## src/sv/spq_pkg.sv

```systemverilog
package spq_pkg;

  localparam int unsigned PRIO_W = 4;
  localparam int unsigned TAG_W  = 16;
  localparam int unsigned OCC_W  = 8;

  typedef enum logic [1:0] {
    ST_DONE  = 2'd0,
    ST_FULL  = 2'd1,
    ST_EMPTY = 2'd2
  } status_e;

  typedef enum logic {
    MODE_ENQ = 1'b0,
    MODE_DEQ = 1'b1
  } mode_e;

  typedef struct packed {
    logic [PRIO_W-1:0] prio;
    logic [TAG_W-1:0]  tag;
  } entry_t;

  // broadcast to every cell for one accepted beat
  typedef struct packed {
    logic enq;
    logic deq;
  } cell_ctrl_t;

  // handed from cell k to cell k+1
  typedef struct packed {
    logic   take;
    entry_t entry;
  } cell_link_t;

endpackage

```

## src/sv/spq_cell.sv

```systemverilog
module spq_cell
  import spq_pkg::*;
(
  input  logic       clk_i,
  input  cell_ctrl_t ctrl_i,
  input  entry_t     new_entry_i,
  input  logic       occ_i,
  input  cell_link_t prev_i,
  input  entry_t     next_entry_i,
  output cell_link_t link_o,
  output entry_t     entry_o
);

  entry_t entry_q, entry_d;
  logic   take;

  // queue is sorted, so take is set from the insertion point onward
  assign take = !occ_i || (entry_q.prio > new_entry_i.prio);

  always_comb begin
    entry_d = entry_q;
    if (ctrl_i.enq) begin
      if (prev_i.take) begin
        entry_d = prev_i.entry;
      end else if (take) begin
        entry_d = new_entry_i;
      end
    end else if (ctrl_i.deq) begin
      entry_d = next_entry_i;
    end
  end

  always_ff @(posedge clk_i) begin
    entry_q <= entry_d;
  end

  assign link_o.take  = take;
  assign link_o.entry = entry_q;
  assign entry_o      = entry_q;

endmodule

```

## config.mk

```make
export PLATFORM = sky130hd
export DESIGN_NAME = spq_cell
export DESIGN_NICKNAME = d
export VERILOG_FILES = /design/src/sv/spq_pkg.sv /design/src/sv/spq_cell.sv
export SDC_FILE = /design/constraint.sdc
export NUM_CORES = 1
export LEC_CHECK = 0
export BUFFER_PORTS_ARGS = -buffer_cell sky130_fd_sc_hd__buf_2
export CELL_PAD_IN_SITES_DETAIL_PLACEMENT = 1
export CELL_PAD_IN_SITES_GLOBAL_PLACEMENT = 1
export CORE_MARGIN = 3
export CORE_UTILIZATION = 29
export CTS_BUF_LIST = sky130_fd_sc_hd__clkbuf_16
export CTS_CLUSTER_DIAMETER = 80
export CTS_CLUSTER_SIZE = 30
export DETAILED_ROUTE_END_ITERATION = 10
export GPL_ROUTABILITY_DRIVEN = 0
export PLACE_DENSITY = 0.83
export SLEW_MARGIN = 10
export SYNTH_ARGS = -nofsm -noshare
export SYNTH_HDL_FRONTEND = slang
export SYNTH_SLANG_ARGS = --single-unit
```

## constraint.sdc

```tcl
create_clock -name clk_i -period 7.9 [get_ports clk_i]
set_clock_uncertainty 0.2 [all_clocks]
set_input_delay 0.395 -clock clk_i [delete_from_list [all_inputs] [get_ports clk_i]]
set_output_delay 0.395 -clock clk_i [all_outputs]
set_load 0.01 [all_outputs]
```

==> impl_metrics.env <==
export IMPL_run_status="completed"
export IMPL_dp_cells=254
export IMPL_cellLeakagePower_nw=0.911
export IMPL_antenna_left=0
export IMPL_grt_pass1_vias=1211
export IMPL_grt_use_total_pct=12.9
export IMPL_htreeDepth=1
export IMPL_final_cell_mix="buf_2 (105), nor2_1 (21), a21oi_1 (21)"
export IMPL_path_clk_slew_ns=0.06
export IMPL_post_synth_top_area_cell="edfxtp_1"
export IMPL_power_switching_mw=0.0848
export IMPL_clkSinkCount=20
export IMPL_p_int_mw=0.269
export IMPL_stdcell_area_mm2=0.00180
export IMPL_slew_headroom_pct=27.9
export IMPL_crit_required_ns=7.57
export IMPL_start_kind="register"
export IMPL_worstPathArrival_ns=2.11
export IMPL_combPwrFrac_pct=22.6
export IMPL_worst_pin_slew_ns=1.08
export IMPL_final_core_util_pct=43.2
export IMPL_grt_setup_unrepaired="no"
export IMPL_crit_type="reg2reg"
export IMPL_cts_setup_buffers=0
export IMPL_start_util_pct=31.4
export IMPL_nFillCells=509
export IMPL_synth_area_leaders="edfxtp_1 (46%), mux2i_1 (15%), buf_4 (12%), a21oi_1 (8.4%), nor2_1 (6.0%)"
export IMPL_hold_violations=0
export IMPL_cts_root_buf="clkbuf_16"
export IMPL_syn_num_nets=196
export IMPL_slew_viol_final=0
export IMPL_clockPowerShare_pct=38.6
export IMPL_setup_tns_ns=0
export IMPL_drtIter0Drc=66
export IMPL_avgSynthCellArea_um2=10.3
export IMPL_port_buffers=105
export IMPL_layout_min_cycle_time_ns=2.45
export IMPL_hold_buffers=0
export IMPL_seq_area_frac_synth_pct=45.8
export IMPL_path_max_fanout=20
export IMPL_cts_buffers=3
export IMPL_rows=23
export IMPL_worst_slack_ns=5.45
export IMPL_synth_distinct_cells=16
export IMPL_final_common_cell="buf_2"
export IMPL_n_antenna_cell=0
export IMPL_synth_area_mm2=0.00131
export IMPL_grt_max_degree=43
export IMPL_firstDrtPassIters=2
export IMPL_pwr_share_seq_pct=38.7
export IMPL_io_pins=106
export IMPL_syn_inst=127
export IMPL_grt_first_pass_wirelength_mm=5.32
export IMPL_drc=0
export IMPL_wl_per_cell_um=14.0
export IMPL_grt_overflow_total=0
export IMPL_dp_hpwl_mm=3.01
export IMPL_routed_wl_mm=3.61
export IMPL_min_path_type="in2reg"
export IMPL_vias_per_cell=4.65
export IMPL_clockBufferDepth=2
export IMPL_endpoint_kind="register"
export IMPL_post_place_ws_ns=5.22
export IMPL_synth_top_area_share_pct=45.8
export IMPL_p_sw_share_pct=23.9
export IMPL_largest_reg_flops=20
export IMPL_synthToLayoutAreaGrowth_pct=37.5
export IMPL_final_nets=278
export IMPL_dieArea_mm2=0.00536
export IMPL_maxCapViolations=0
export IMPL_clock_fmax_mhz=409
export IMPL_via_count=1199
export IMPL_irDropWorstVdd_uv=90.2
export IMPL_cts_resized=0
export IMPL_setup_violations=0
export IMPL_drive_gt1_share_pct=52.9
export IMPL_ys_warnings_count=0
export IMPL_core_area_mm2=0.00417
export IMPL_clk_latency_ns=0.25
export IMPL_power_density_mw_per_mm2=196
export IMPL_place_area_mm2=0.00170
export IMPL_finalCritPeriodShare_pct=31.0
export IMPL_synth_seq_cells=20
export IMPL_grt_antenna_before_repair=0
export IMPL_fin_cells=258
export IMPL_die_h_um=73.2
export IMPL_fp_dieW_um=73.2
export IMPL_cts_tree="yes"
export IMPL_regToRegSetupSlack_ns=5.45
[final cells by class]
cell class | count | area [um^2] | area share, %
Clock inverter | 1 | 30.0 | 1.67
Inverter | 5 | 18.8 | 1.04
Multi-Input combinational cell | 74 | 490 | 27.2
Tap cell | 50 | 62.6 | 3.47
Timing Repair Buffer | 105 | 526 | 29.1
Clock buffer | 3 | 75.1 | 4.16
Sequential cell | 20 | 601 | 33.3
[worst max-delay path, stage by stage (launching register included)]
cell and delay, ns:
edfxtp_1 0.42, ha_1 0.31, nor2b_1 0.14, o211ai_1 0.12
a21oi_2 0.87
[power by group through the flow]
stage / combinational, mW / clock [mW] / sequential (mW)
final: 0.0801 / 0.137 / 0.137
after floorplan: 0.0492 / 0 / 0.145
after detailed placement: 0.0821 / 0 / 0.140
after global placement: 0.0798 / 0 / 0.139
after CTS: 0.0822 / 0.140 / 0.138
after global routing: 0.0893 / 0.143 / 0.139
[synth_stat cells]
master and instances:
a211oi_1 1, inv_1 5, a21oi_1 22, o211ai_1 1, a31oi_1 1, edfxtp_1 20
buf_6 2, o22ai_1 1, nand4_1 1, nor2b_1 1, buf_2 5, nand3b_1 1
buf_4 21, mux2i_1 20, ha_1 4, nor2_1 21
[per-layer routing]
metal	GRT usage, %	routed length [um]	vias up
li1	-	-	591
met1	13.6	1280	538
met2	24.3	1910	64
met3	3.58	372	6
met4	4.30	45	0
met5	0	0	-
[logic make-up after synthesis]
| family | after synthesis | synth area share, % |
|---|---|---|
| AOI/OAI and AO/OA | 26 | 10.5 |
| adders and majority gates | 4 | 3.82 |
| buffers and inverters | 33 | 17.1 |
| DFF | 20 | 45.8 |
| muxes | 20 | 15.3 |
| and+or+nand+nor | 24 | 7.54 |
[per-stage QoR]
step | power [mW] | hold WS (ns)
2_1_floorplan | 0.194 | 0.420
5_1_grt | 0.371 | 0.285
6_report | 0.354 | 0.266
3_3_place_gp | 0.219 | 0.515
3_5_place_dp | 0.222 | 0.525
4_1_cts | 0.360 | 0.262
[worst paths after layout]
path                         startpoint                     to  cells after the start
setup / recovery  entry_o[17]$_DFFE_PP_  entry_o[15]$_DFFE_PP_                      4
hold / removal         next_entry_i[12]  entry_o[12]$_DFFE_PP_                      3
setup reg to reg  entry_o[17]$_DFFE_PP_  entry_o[15]$_DFFE_PP_                      4
hold reg to reg   entry_o[18]$_DFFE_PP_  entry_o[17]$_DFFE_PP_                      4
Power figures use the tool's default switching activity.
